`src/clook_pkg.sv`:
```
// ----------------------------------------------------------------------------
// clook_pkg
// Shared types and default sizes for the C-LOOK request queue.
// ----------------------------------------------------------------------------
package clook_pkg;

  localparam int QUEUE_DEPTH_DEF = 32;
  localparam int SECTOR_BITS_DEF = 48;
  localparam int TAG_BITS_DEF    = 8;
  localparam int FIFO_DEPTH_DEF  = 2;

  typedef enum logic {
    OP_INSERT   = 1'b0,
    OP_DISPATCH = 1'b1
  } op_e;

  typedef enum logic [1:0] {
    ST_IDLE,
    ST_CMP,
    ST_APPLY
  } back_state_e;

  // result flags, highest bit first
  typedef struct packed {
    logic dispatched;
    logic queue_full;
    logic insert_done;
  } result_flags_t;

endpackage

```
`src/clook_front.sv`:
```
// ----------------------------------------------------------------------------
// clook_front
// Input register: takes items from the stream, classifies the op and hands
// the packed command to the command queue.
// ----------------------------------------------------------------------------
module clook_front #(
  parameter int SECTOR_BITS = 48,
  parameter int TAG_BITS    = 8,
  localparam int CMD_W      = SECTOR_BITS + TAG_BITS + 1
) (
  input  logic                   clk_i,
  input  logic                   rst_ni,
  input  logic                   in_valid_i,
  output logic                   in_ready_o,
  input  logic                   in_op_i,
  input  logic [SECTOR_BITS-1:0] in_sector_i,
  input  logic [TAG_BITS-1:0]    in_tag_i,
  output logic                   cmd_valid_o,
  input  logic                   cmd_ready_i,
  output logic [CMD_W-1:0]       cmd_data_o
);
  import clook_pkg::*;

  logic                   valid_q, valid_d;
  op_e                    op_q;
  logic [SECTOR_BITS-1:0] sector_q;
  logic [TAG_BITS-1:0]    tag_q;
  logic                   take;

  assign in_ready_o = !valid_q || cmd_ready_i;
  assign take       = in_valid_i && in_ready_o;

  always_comb begin
    valid_d = valid_q;
    if (take) begin
      valid_d = 1'b1;
    end else if (cmd_ready_i) begin
      valid_d = 1'b0;
    end
  end

  always_ff @(posedge clk_i or negedge rst_ni) begin
    if (!rst_ni) begin
      valid_q <= 1'b0;
    end else begin
      valid_q <= valid_d;
    end
  end

  // sector and tag only matter for inserts
  always_ff @(posedge clk_i) begin
    if (take) begin
      op_q     <= op_e'(in_op_i);
      sector_q <= (op_e'(in_op_i) == OP_INSERT) ? in_sector_i : '0;
      tag_q    <= (op_e'(in_op_i) == OP_INSERT) ? in_tag_i : '0;
    end
  end

  assign cmd_valid_o = valid_q;
  assign cmd_data_o  = {op_q, tag_q, sector_q};

endmodule

```
`config.mk`:
```
export PLATFORM = sky130hd
export DESIGN_NAME = clook_front
export DESIGN_NICKNAME = d
export VERILOG_FILES = /design/src/clook_pkg.sv /design/src/clook_front.sv
export SDC_FILE = /design/constraint.sdc
export NUM_CORES = 1
export LEC_CHECK = 0
export ABC_AREA = 1
export BUFFER_PORTS_ARGS = -buffer_cell sky130_fd_sc_hd__buf_2
export CORE_MARGIN = 2
export CORE_UTILIZATION = 25
export CTS_CLUSTER_SIZE = 40
export DETAILED_ROUTE_END_ITERATION = 10
export PLACE_DENSITY = 0.48
export SYNTH_ARGS = -nofsm -noshare
export SYNTH_HDL_FRONTEND = slang
export SYNTH_SLANG_ARGS = --single-unit
```
`constraint.sdc`:
```
create_clock -name clk_i -period 3.6 [get_ports clk_i]
set_clock_uncertainty 0.15 [all_clocks]
set_input_delay 0.18 -clock clk_i [delete_from_list [all_inputs] [get_ports clk_i]]
set_output_delay 0.18 -clock clk_i [all_outputs]
set_load 0.01 [all_outputs]
```
After elaboration in Yosys (flattened, before gate mapping)
Cells that the tools add are included.

Add/subtract/negate cells: 0. $mul: 0. Divide/modulo/power cells: 0. Magnitude comparators: 0. Eq/ne operators: 0. Shift operators: 0. Mux-type cells: 2. Bitwise operators: 0. Reductions and logical operators: 4.

Operators by type and width (number): $mux 1 (2); $reduce_bool 2->1 (1); $logic_and 1x1->1 (1); $logic_not 1->1 (1); $logic_or 1x1->1 (1).

Flip-flop bits (word level): 58. Bits in latches: 0. Memory bits (writable): 0. Memory bits (read-only): 0. Output and inout bits: 59. Word-level logic and storage cells: 10. Memories kept: 0.

Longest topological paths before layout
Depth in word-level cells: 4. Gate-level depth with buffers: 3. Gate-level depth less buffers: 3.

Least setup slack after synthesis
No wires, ideal clock.

Path kind: reg-to-reg. From: register valid_q, in the netlist cmd_valid_o. To: register op_q, enable pin. Data arrival time: 3.232 ns. Required time: 2.959 ns. Setup slack: -0.273 ns. Cell stages (with the launch flop): 2. Cell sequence: dfrtp_1 -> a21oi_1.

Longest elaborated chain between the ends: 3.

Ends and longest elaborated chain: from (decl) (line clook_front.sv:24) `logic valid_q, valid_d;`; from (signal assigned) (line clook_front.sv:46) `valid_q <= valid_d;`; $logic_not 1->1 (line clook_front.sv:30) `assign in_ready_o = !valid_q || cmd_ready_i;`; $logic_or 1x1->1 (line clook_front.sv:30); $logic_and 1x1->1 (line clook_front.sv:31) `assign take = in_valid_i && in_ready_o;`; via take (line clook_front.sv:28) `logic take;`; to (signal assigned) (line clook_front.sv:53) `op_q <= op_e'(in_op_i);`; to (decl) (line clook_front.sv:25) `op_e op_q;`.

The timed path passes the listed nets, and every way through them passes these cells. A chain may end at the register's enable or synchronous reset.

Final worst setup path
From: input port in_valid_i. To: register sector_q[35], enable pin.

Longest elaborated chain between the ends: 1.

Ends and longest elaborated chain: from (decl) (line clook_front.sv:13) `input logic in_valid_i,`; $logic_and 1x1->1 (line clook_front.sv:31); via take (line clook_front.sv:28); to (signal assigned) (line clook_front.sv:54) `sector_q <= (op_e'(in_op_i) == OP_INSERT) ? in_sector_i : '0;`; to (decl) (line clook_front.sv:26) `logic [SECTOR_BITS-1:0] sector_q;`.

The timed path passes the listed nets, and every way through them passes these cells.

==> metrics.md <==
| Metric | Value |
|---|---|
| Status | `complete, no violations` |
| Synth area leaders | `edfxtp_1 76%, inv_1 9.7%, nor2_1 9.4%, buf_6 2.5%, dfrtp_1 1.1%` |
| Hold WC Path Type | `input pin to flip-flop` |
| Worst R2R Setup Slack | `1.91 ns` |
| Leading area contributor after synthesis | `edfxtp_1` |
| Reg2reg end | `sector_q[35]` |
| Area grow syn2layout | `63.3%` |
| Starting Density | `25.8%` |
| Ys Warns | `0` |
| Row count | `34` |
| Placed Cells | `403` |
| Vias | `1775` |
| GPL Wtd Cong | `0.639` |
| Average wire per standard cell | `10.5 um` |
| PD cells | `406 nW/um^2` |
| Hold Vio Cnt, Final | `0` |
| Die height | `98.8 um` |
| Hold path startpoint | `in_sector_i[27]` |
| # Max-Cap Violations | `0` |
| Vias per std cell | `3.72` |
| Min Tclk post-route | `1.76 ns` |
| Initial DRC count | `46` |
| First-pass GRT wire length | `7870 um` |
| RSZ-0062 raised after global routing | `false` |
| Max Root-Sink Buffers | `2` |
| VDD IR max | `0.261 mV` |
| Leak | `1.80 nW` |
| IO buf count | `119` |
| H-tree Lvls | `3` |
| CP max-delay cell | `buf_4` |
| Hold Path End | `sector_q[27]` |
| Post-synthesis cell count | `182` |
| Post-synth cell types | `9` |
| Required @ worst endpoint | `3.41 ns` |
| Worst setup EP type | `flip-flop` |
| Register-to-Register Path Depth | `2` |
| Final setup vio count | `0` |
| Initial antenna violation count | `0` |
| Antenna-violating nets left | `0` |
| GRT overflow | `0` |
| Worst reg2reg path startpoint | `cmd_valid_o` |
| Pre-Repair DR Iteration Count | `4` |
| Reg clk slew, reported paths | `0.07 ns` |
| Final #Nets | `425` |
| Max transition margin | `33.7%` |
| Die area | `9760 um^2` |
| Syn Nets | `243` |
| Worst setup SP type | `input pin` |
| Fin util | `42.1%` |
| Yosys reg bits | `58` |
| Highest Clock Rate | `0.569 GHz` |
| Period utilization | `48.8%` |
| Mapped Area | `2250 um^2` |
| Non-Filler Instances | `477` |
| Max Slew Vio Count | `0` |
| I/O pins | `120` |
| CP cell instances | `dlygate4sd3_1, buf_2, inv_1, a21oi_4, buf_4` |
| Clock root buffer | `clkbuf_8` |
| Drt drc | `0` |
| Clock tree from TritonCTS | `built` |
| Synth top area share | `76.2%` |
| Drt total wl | `5030 um` |
| Largest fanout on the critical path | `57` |
| Core Area | `8720 um^2` |
| Worst slew pin tran | `0.995 ns` |
| Worst Hold Path Cells | `3` |
| Crit path largest cell delay | `0.58 ns` |
| Later-pin clock latency in the skew report | `0.32 ns` |
| CTS Buf Count | `9` |
| Largest net degree at the start of global routing | `58` |
| Final setup TNS | `0 ns` |
| Worst path arrival time | `1.56 ns` |
| Vias in the first global route | `1765` |
| Register area share after synthesis | `77.3%` |
| Tot Pwr | `1.49 mW` |
| Setup CP Type | `input pin to flip-flop` |
| Ant diodes | `0` |
| Design Area, Final | `3670 um^2` |
| Mean post-synth cell area | `12.3 um^2` |
| Layout cells sized above 1 | `36.6%` |
| Total track usage | `10.3%` |
| Die W | `98.8 um` |
| Area after DPL | `2930 um^2` |
| CTS sink count | `58` |
| Post-DP HPWL | `3050 um` |
## layout make-up
type / instances / area [um^2]
fill: 855 / 5050
sequential: 58 / 1740
timing repair buffer: 178 / 1180
multi-input combinational: 59 / 234
inverter: 58 / 218
tap: 108 / 135
clock buffer: 10 / 128
clock inverter: 6 / 33.8
## power breakdown
part           total, mW  internal (mW)  switching [mW]
Clock              0.496          0.243           0.252
Sequential         0.800          0.789          0.0102
Combinational      0.194          0.102          0.0918
## stage by stage
stage	setup WS (ns)	hold slack (ns)
2_1_floorplan	1.00	-0.266
3_3_place_gp	1.90	-0.195
3_5_place_dp	1.90	-0.194
4_1_cts	1.85	0.00196
5_1_grt	1.74	0.0371
6_report	1.84	0.0141
## worst max-delay path: cells and delay by family
kind                   cells  cell delay [ns]
AOI/OAI and AO/OA          1             0.10
buffers and inverters      4             1.24
## routing by layer
layer / global-route usage [%] / routed length, um
met5: 0 / 0
met4: 3.16 / 27
met1: 12.0 / 2140
met3: 4.89 / 425
met2: 16.9 / 2440
## synth_stat cells
library cell,number
inv_1,58
buf_6,5
buf_4,1
dfrtp_1,1
edfxtp_1,57
nor2_1,56
nand2_1,2
buf_2,1
a21oi_1,1
## registers in the layout, indices dropped and copies added (netlist names)
| name | cells |
|---|---|
| cmd_valid_o | 1 |
| tag_q | 8 |
| sector_q | 48 |
| op_q | 1 |
## how the worst max path moves through the flow
stage                 from           end  slack (ns)  cells past startpoint
2_1_floorplan  cmd_valid_o          op_q        1.00                      1
3_3_place_gp   cmd_valid_o  sector_q[38]        1.90                      2
3_5_place_dp   cmd_valid_o  sector_q[14]        1.90                      2
4_1_cts         in_valid_i  sector_q[14]        1.85                      5
5_1_grt         in_valid_i  sector_q[14]        1.74                      5
6_report        in_valid_i  sector_q[35]        1.84                      5
## cell families after synthesis
group           Yosys count  synth area share (%)
compound gates            1                 0.223
simple gates             58                  9.69
buf+inv                  65                  12.8
flops                    58                  77.3
## cell usage in the layout, fill, tap and decap left out
master           n
dlygate4sd3_1   58
clkbuf_1         1
clkinv_1         1
clkbuf_8         9
buf_4            1
edfxtp_1        57
buf_2          119
inv_1           58
clkinv_2         3
dfrtp_1          1
nand2_1          2
a21oi_4          1
nor2_1          56
clkinvlp_4       2
## what timing repair did
item	in CTS	in global routing
buffers inserted	0	0
endpoints found under the hold margin	56	0
hold buffers	58	0
gates resized for setup	0	0
Note: power is estimated with default switching activity, not from simulation.
