$ cat src/clook_fifo.sv
// ----------------------------------------------------------------------------
// clook_fifo
// Short command queue between the front and the back.
// ----------------------------------------------------------------------------
module clook_fifo #(
  parameter int DATA_W = 57,
  parameter int DEPTH  = 2
) (
  input  logic              clk_i,
  input  logic              rst_ni,
  input  logic              wr_valid_i,
  output logic              wr_ready_o,
  input  logic [DATA_W-1:0] wr_data_i,
  output logic              rd_valid_o,
  input  logic              rd_ready_i,
  output logic [DATA_W-1:0] rd_data_o
);
  localparam int PTR_W = (DEPTH > 1) ? $clog2(DEPTH) : 1;
  localparam int CNT_W = $clog2(DEPTH + 1);

  logic [DATA_W-1:0] buf_q [DEPTH];
  logic [PTR_W-1:0]  wr_ptr_q, wr_ptr_d, rd_ptr_q, rd_ptr_d;
  logic [CNT_W-1:0]  cnt_q, cnt_d;
  logic              push, pop;

  assign wr_ready_o = (cnt_q != CNT_W'(DEPTH));
  assign rd_valid_o = (cnt_q != '0);
  assign push       = wr_valid_i && wr_ready_o;
  assign pop        = rd_valid_o && rd_ready_i;
  assign rd_data_o  = buf_q[rd_ptr_q];

  always_comb begin
    wr_ptr_d = wr_ptr_q;
    rd_ptr_d = rd_ptr_q;
    cnt_d    = cnt_q;
    if (push) begin
      wr_ptr_d = (wr_ptr_q == PTR_W'(DEPTH - 1)) ? '0 : wr_ptr_q + PTR_W'(1);
    end
    if (pop) begin
      rd_ptr_d = (rd_ptr_q == PTR_W'(DEPTH - 1)) ? '0 : rd_ptr_q + PTR_W'(1);
    end
    if (push && !pop) begin
      cnt_d = cnt_q + CNT_W'(1);
    end else if (pop && !push) begin
      cnt_d = cnt_q - CNT_W'(1);
    end
  end

  always_ff @(posedge clk_i or negedge rst_ni) begin
    if (!rst_ni) begin
      wr_ptr_q <= '0;
      rd_ptr_q <= '0;
      cnt_q    <= '0;
    end else begin
      wr_ptr_q <= wr_ptr_d;
      rd_ptr_q <= rd_ptr_d;
      cnt_q    <= cnt_d;
    end
  end

  always_ff @(posedge clk_i) begin
    if (push) begin
      buf_q[wr_ptr_q] <= wr_data_i;
    end
  end

endmodule

$ cat config.mk
export PLATFORM = sky130hd
export DESIGN_NAME = clook_fifo
export DESIGN_NICKNAME = d
export VERILOG_FILES = /design/src/clook_fifo.sv
export SDC_FILE = /design/constraint.sdc
export NUM_CORES = 1
export LEC_CHECK = 0
export ABC_AREA = 1
export BUFFER_PORTS_ARGS = -buffer_cell sky130_fd_sc_hd__buf_2
export CAP_MARGIN = 20
export CORE_MARGIN = 5
export CORE_UTILIZATION = 35
export CTS_CLUSTER_SIZE = 28
export DETAILED_ROUTE_END_ITERATION = 10
export PLACE_DENSITY = 0.55
export SLEW_MARGIN = 20
export SYNTH_ARGS = -nofsm -noshare
export SYNTH_HDL_FRONTEND = slang
export SYNTH_SLANG_ARGS = --single-unit
$ cat constraint.sdc
create_clock -name clk_i -period 5.3 [get_ports clk_i]
set_input_delay 1.325 -clock clk_i [delete_from_list [all_inputs] [get_ports clk_i]]
set_output_delay 1.325 -clock clk_i [all_outputs]
set_load 0.02 [all_outputs]
# ---- Word-level counts from Yosys, hierarchy flattened
# Memories as Yosys holds them, arrays and structs flattened.
# Cells that the tools add are included.
dict set report classes {
  addsub 4
  n_eq_ne 1
  n_mux 6
  n_reduce_logical 8
}
# op count
set ops {}
lappend ops {{logical AND 1 bit} 4}
lappend ops {{two-way mux 1 bit} 4}
lappend ops {{two-way mux 2 bit} 2}
lappend ops {{nonzero test 2 bit} 2}
lappend ops {{adder 1 bit, second input constant} 2}
lappend ops {{adder 2 x 1 -> 2 bit, second input constant} 1}
lappend ops {{zero test 1 bit} 2}
lappend ops {{inequality test 2 bit, second input constant} 1}
lappend ops {{subtractor 2 x 1 -> 2 bit, second input constant} 1}
dict set report word_totals {
  register_bits 4
  mem_bits_rw 114
  in_bits 61
  output_inout_bits 59
  word_cells 23
  n_memories 1
}
# memory depth word_bits rd rd_clocked_by_memory_dff wr line
set mem_list {}
lappend mem_list {buf_q 2 57 1 0 1 21} ;# logic [DATA_W-1:0] buf_q [DEPTH];

# ---- Logic depth before layout (Yosys ltp)
# Gate-level depths: netlist of the first run.
dict set report depth {
  depth_word 6
  depth_mapped 10
  depth_no_buf 10
}

# ---- Worst setup path after synthesis of the first run
# Ideal clock, no wire load.
dict set report synth_timing {
  path_type {input port to flip-flop}
  from {input wr_valid_i}
  to {memory buf_q[0][0] (enable)}
  t_arrival_ns 3.829
  setup_slack_ns 0.999
  cell_stages 2
  path_buffers 0
  path_cell_list {nand2_1 -> nor2_1}
}
dict set report synth_via {
  elab_chain_cells 3
}
# item line
set synth_lines {}
lappend synth_lines {{start: declaration} 11} ;# input logic wr_valid_i,
lappend synth_lines {{logical AND 1 bit} 28} ;# assign push = wr_valid_i && wr_ready_o;
lappend synth_lines {{two-way mux 1 bit} 62} ;# if (push) begin
lappend synth_lines {{two-way mux 1 bit (implied by the code)} 63} ;# buf_q[wr_ptr_q] <= wr_data_i;
lappend synth_lines {{end: declaration} 21}
# Every way passes these cells.

# ---- Final worst setup path of the first run
dict set report layout_timing {
  from {register rd_ptr_q}
  to {output rd_data_o[52]}
}
dict set report layout_via {
  elab_chain_cells 1
}
# item line
set layout_lines {}
lappend layout_lines {{start: declaration} 22} ;# logic [PTR_W-1:0] wr_ptr_q, wr_ptr_d, rd_ptr_q, rd_ptr_d;
lappend layout_lines {{start signal: assignment} 56} ;# rd_ptr_q <= rd_ptr_d;
lappend layout_lines {{memory read (2 x 57 bit)} --}
lappend layout_lines {{end: declaration} 16} ;# output logic [DATA_W-1:0] rd_data_o
# Every way passes these cells.

==> results_dict.tcl, run 1 <==
set metrics [dict create \
    clk_pin_slew_worst_paths_ps 50 \
    setup_tns_ps 0 \
    layout_worst_path_cycle_share_pct 61.67 \
    drt-total-wl_um 9087 \
    ws_path_type "reg2out" \
    yosysMostFrequentCell "nand2_1" \
    post_synth_edffs 114 \
    chipHeight_um 121.8 \
    worstReg2RegStart "cnt_q[0]" \
    grt_start_max_net_pins 59 \
    ratio_of_cells_with_drive_above_1_in_the_final_layout_pct 33.26 \
    die_area_mm2 0.01485 \
    grt_pass1_wl_um 14100 \
    start_kind "flop" \
    critical_path_arrival_ps 1940 \
    muxShareOfSynthArea_pct 0 \
    antennaDiodeCount 0 \
    timing.clock.skew_ps 11.13 \
    synth_top_cell_by_area "edfxtp_1" \
    finalCriticalPeriod_ps 3269 \
    dominantRegCellSynth "edfxtp_1" \
    cts_post_setup_buffers_inserted 0 \
    layout.area.seq_mm2 0.003525 \
    num_io_pins 120 \
    synth.top_cell.area_share_pct 78.19 \
    max-clock-path-buffers 2 \
    residual_drc_count 0 \
    synthTopCellsByCount "nand2_1 (181), edfxtp_1 (114), buf_2 (7)" \
    worstSetupStartpoint "rd_ptr_q" \
    fmax_ghz 0.3060 \
    critical_path.endpoint_type "output port" \
    run_status "completed" \
    post_cts_resized 0 \
    p_leak_nw 2.471 \
    post_synth_num_cell_types 14 \
    synth_compound_gate_area_share_pct 0 \
    cap_violations 0 \
    syn_nets 389 \
    power.total_mw 3.532 \
    vdd_drop_max_uv 436.9 \
    global_route.overflow_total 0 \
    core_region_area_mm2 0.01216 \
    detail_route.vias_per_cell 4.323 \
    cp.required_ps 3970 \
    h-tree-depth 4 \
    place.gp.congestion 0.7184 \
    detail-route-antenna-nets 0 \
    placement_rows 40 \
    synth_top_family_by_area "simple AND/OR/NAND/NOR gates" \
    clock_sink_count 118 \
    slew_headroom_pct 42.33 \
    port_buffers 119 \
    total_of_hold_buffers_inserted_after_clock_tree_synthesis 0 \
    asyncSetResetFlopFracSynth_pct 3.390 \
    maxSlewViolCount 0 \
    power.density_mw_per_mm2 621.0 \
    start_util_pct 36.00 \
    tritoncts "yes" \
    n_fill_cell 1103 \
    rsz0062_at_grt "false" \
    postSynthRegisterBits 118 \
    clock_tree.root_cell "clkbuf_16" \
    post-dp-hpwl_um 5773 \
    number_of_antenna_violations_at_the_first_check_in_global_routing 1 \
    hold_viol_final 0 \
    worst_hold_path_startpoint "cnt_q[1]" \
    multi_input_comb_area_um2 748.2 \
    synth_sequential_area_ratio_pct 80.48 \
    post_synth_instance_area_mm2 0.004378 \
    synthesis.yosys.warnings 0 \
    drt_pass1_iterations 4 \
    synth_xor_xnor_area_share_pct 0.4001 \
    gr-usage-all-layers_pct 12.89 \
    first_global_vias 2823 \
    die-width_um 121.8 \
    post_synth_main_area_contributors "edfxtp_1 (78%), nand2_1 (16%), dfrtp_1 (2.3%), buf_6 (1.0%), buf_2 (0.80%)" \
    via_count 2754 \
    yosys.area_share.simple_pct 16.06 \
    synth_area_per_cell_um2 13.39 \
    worst_hold_path_type "reg2reg" \
    nNetsFinal 519 \
    syn_inst 327 \
    setup_viol 0 \
    clock_insertion_delay_worst_skew_ps 410 \
    maximum_fanout_along_the_worst_path 58 \
    avgRoutedWirePerCell_um 14.27 \
    area_growth_syn_to_layout_pct 29.92 \
    synth-adder-area-share_pct 0.2858 \
    drt_iter0_drc 169 \
    actual_slew_at_the_worst_max_slew_pin_ps 864.0 \
    cts_buffers 17 \
]
## worst max-delay path, cell delays in order (launching register included)
cell and delay (ps):
dfrtp_2 360, clkinv_2 660, nand2_1 260, nand2_1 90, buf_2 160
## through the flow
| stage | utilization, % | setup WS, ps | instances | hold WS (ps) | instance area [um^2] |
|---|---|---|---|---|---|
| 3_5_place_dp | 42.28 | 2352 | 606 | 496.2 | 5142 |
| 6_report | 46.77 | 2031 | 637 | 514.2 | 5688 |
| 5_1_grt | 46.77 | 1775 | 637 | 523.9 | 5688 |
| 3_3_place_gp | 42.28 | 2382 | 606 | 475.5 | 5142 |
| 4_1_cts | 46.76 | 1896 | 637 | 512.7 | 5687 |
| 2_1_floorplan | - | 999.2 | 327 | 462.5 | 4378 |
## area by class of cell
class / count / area share [%]
sequential: 118 / 61.97
multi-input combinational: 189 / 13.15
timing repair buffer: 124 / 11.13
clock buffer: 18 / 7.545
tap: 168 / 3.696
clock inverter: 13 / 2.024
inverter: 7 / 0.4839
## state kept, by name, summed over array words and instances (netlist names)
signal and flops:
buf_q 114, cnt_q 2, rd_ptr_q 1, wr_ptr_q 1
## power breakdown
| group | leakage [nW] | internal, mW | switching, mW |
|---|---|---|---|
| clock | 0.274 | 0.675 | 0.373 |
| sequential | 1.11 | 1.28 | 0.0536 |
| combinational | 1.09 | 0.319 | 0.834 |
## worst paths after layout
path                                       to  slack [ps]  cells past startpoint
worst max register to register   buf_q[1][17]        3280                      5
worst max-delay path            rd_data_o[52]        2030                      4
min in group asynchronous            wr_ptr_q         720                      1
worst min-delay path                 cnt_q[1]         510                      2
max in group asynchronous            rd_ptr_q        4440                      1
worst min register to register       cnt_q[1]         510                      2
## cells in the final DEF, fill, tap and decap left out, types with 2 or more instances in the layout
master / n
clkinv_2: 9
edfxtp_1: 114
buf_4: 5
buf_2: 119
nand3_1: 2
nand2_1: 181
bufinv_16: 2
clkbuf_16: 17
clkinv_1: 2
inv_1: 6
nor2_4: 2
dfrtp_1: 3
## logic make-up after synthesis
group / Yosys count
buf+inv: 20
simple gates: 186
fa+ha+maj: 1
flops: 118
xor+xnor: 2
## layer usage
metal  wire, um  share of wire [%]  global-route usage [%]
met5         13               0.14                       0
met4        140                1.5                   5.672
met3        802                8.8                   6.685
met2       4166                 46                   19.34
met1       3964                 44                   15.53
(Power assumes the default switching activity.)
==> inputs of run 2 (changes only) <==
ABC_AREA = 0   (was 1)
PLACE_DENSITY = 0.57   (was 0.55)
clock period = 2.9 ns   (was 5.3 ns; I/O delays follow)
==> run 2 against run 1 <==
  * Clock power increased by 99%
  * Die area increased by 0.11%
  * First-iteration DRC count decreased by 65%
  * Global-route usage decreased by 1.4 points
  * Area after synthesis increased by 0.11%
  * Power increased by 84%
  * Largest cell class unchanged
==> results_dict.tcl, run 2 <==
set metrics [dict create \
    run_status "completed" \
    fmax_ghz 0.4100 \
    area_growth_syn_to_layout_pct 32.17 \
    postSynthRegisterBits 118 \
    critical_path.reg2reg.endpoint "buf_q[1][45]" \
    clock_insertion_delay_worst_skew_ps 410 \
    asyncSetResetFlopFracSynth_pct 3.390 \
    yosysMostFrequentCell "edfxtp_1" \
    setup_viol 0 \
    detail-route-antenna-nets 0 \
    cts_buffers 17 \
    timing.clock.skew_ps 5.751 \
    ratio_of_cells_with_drive_above_1_in_the_final_layout_pct 61.16 \
    crit_path_cell_trace "buf_4 > mux2_2 > buf_2" \
    gr-usage-all-layers_pct 11.44 \
    start_util_pct 36.04 \
    residual_drc_count 0 \
    die_area_mm2 0.01486 \
    num_io_pins 120 \
    vdd_drop_max_uv 541.3 \
    drt-total-wl_um 7873 \
    placement.cell_area_mm2 0.005200 \
    port_buffers 119 \
    critical_path_arrival_ps 1710 \
    cpMaxStageDelayCell "mux2_2" \
    cap_violations 0 \
    start_kind "flop" \
    syn_nets 257 \
    dominantRegCellSynth "edfxtp_1" \
    setup_tns_ps 0 \
    cp.required_ps 2170 \
    global_route.overflow_total 0 \
    most_crowded_layer_gr "met2" \
    hold_viol_final 0 \
    maximum_fanout_along_the_worst_path 32 \
    post_cts_resized 0 \
    gr-usage-met2_pct 18.34 \
    total_of_hold_buffers_inserted_after_clock_tree_synthesis 0 \
    grt_pass1_wl_um 12390 \
    setup.worst_path.end "rd_data_o[38]" \
    layout.cells.most_common_list "buf_2 (119), edfxtp_1 (114), mux2_2 (37), mux2_4 (20), clkbuf_16 (17)" \
    nNetsFinal 394 \
    ff2ff_setup_slack_ps 1180 \
    clock_sink_count 118 \
    p_leak_nw 2.254 \
    synth_sequential_area_ratio_pct 80.39 \
    number_of_antenna_violations_at_the_first_check_in_global_routing 0 \
    avgRoutedWirePerCell_um 15.35 \
    layout_worst_path_cycle_share_pct 84.11 \
    maxSlewViolCount 0 \
    chipHeight_um 121.9 \
    grt.met1_usage_pct 12.03 \
    synth.top_cell.area_share_pct 78.10 \
    clock_tree.root_cell "clkbuf_16" \
    core_region_area_mm2 0.01216 \
    synth_area_per_cell_um2 22.48 \
    via_count 2217 \
    final_common_cell "buf_2" \
    largest_register "buf_q" \
    reg_top3 "buf_q x114, cnt_q x2" \
    placement_rows 40 \
    h-tree-depth 4 \
    grt.met3_usage_pct 6.360 \
    finalCriticalPeriod_ps 2439 \
    power.density_mw_per_mm2 1125 \
    first_global_vias 2494 \
    drt_iter0_drc 59 \
    slew_headroom_pct 69.84 \
    synthesis.yosys.warnings 0 \
    post_synth_edffs 114 \
    actual_slew_at_the_worst_max_slew_pin_ps 452.4 \
    rsz0062_at_grt "false" \
    worstSetupStartpoint "rd_ptr_q" \
    critical_path.endpoint_type "output port" \
    drt_pass1_iterations 4 \
    clk_pin_slew_worst_paths_ps 50 \
    synth_top_cell_by_area "edfxtp_1" \
    antennaDiodeCount 0 \
    largest_register_ff_count 114 \
    cts_post_setup_buffers_inserted 0 \
    critical_path.max_stage_delay_ps 400 \
    worstReg2RegStart "cnt_q[0]" \
    post_synth_num_cell_types 15 \
    final_design_area_no_fill_mm2 0.005793 \
    syn_inst 195 \
    max-clock-path-buffers 2 \
    post_synth_instance_area_mm2 0.004383 \
    die-width_um 121.9 \
    place.gp.congestion 0.7325 \
    post_synth_main_area_contributors "edfxtp_1 (78%), mux2_2 (9.5%), mux2_4 (6.9%), dfrtp_1 (2.3%), buf_6 (0.77%)" \
    detail_route.vias_per_cell 4.322 \
    reg2reg_depth 3 \
    worst_hold_path_type "in2async" \
    grt_start_max_net_pins 44 \
    post-dp-hpwl_um 5171 \
    synthTopCellsByCount "edfxtp_1 (114), mux2_2 (37), mux2_4 (20)" \
    tritoncts "yes" \
    ws_path_type "reg2out" \
]
## run 2: per-layer routing
layer	part of all wire (%)	wire (um)	vias to the layer above
met5	0	0	-
met4	1.3	104	0
met3	9.9	781	8
met2	49	3882	83
met1	39	3105	1076
li1	-	-	1050
## run 2: critical path: cells and delay by family (launching register included)
kind                   cells  cell delay [ps]
DFF                        1              350
muxes                      1              400
buffers and inverters      2              540
## run 2: per-stage QoR
stage	total power, mW	instances	utilization, %	hold WS [ps]	worst slack, ps
after detailed placement	4.516	481	42.76	482.8	855.6
after CTS	6.647	513	47.63	93.61	400.2
after global routing	6.856	513	47.63	92.08	347.5
final	6.516	513	47.63	113.7	460.8
after global placement	4.502	481	42.76	483.8	848.8
after floorplan	3.915	195	-	429.4	170.6
## run 2: worst min-delay path by stage
stage | to | slack, ps | depth (start not counted)
after CTS | wr_ptr_q | 90 | 1
final | wr_ptr_q | 110 | 1
after global placement | cnt_q[1] | 480 | 1
after global routing | wr_ptr_q | 90 | 1
after detailed placement | cnt_q[1] | 480 | 1
after floorplan | cnt_q[0] | 430 | 0
## run 2: power by group
part	internal [mW]	switching (mW)	total, mW
clock network	1.41	0.684	2.09
logic	0.824	1.17	1.99
registers	2.34	0.0965	2.43
## run 2: layout make-up
cell class              instances  area [um^2]
inverters                       1        3.754
flip-flops and latches        118         3525
repair buffers                124        645.6
clock inverters                14        163.9
multi-input cells              70        815.8
well taps                     168        210.2
fillers                      1069         6369
clock buffers                  18        429.2
## run 2: cells by family after synthesis
| group | synth area share, % |
|---|---|
| flip-flops | 80.39 |
| adder cells (fa/ha/maj) | 0.2854 |
| XOR/XNOR | 0.9993 |
| multiplexers | 16.36 |
| buffers and inverters | 1.199 |
| AND/OR/NAND/NOR | 0.7712 |
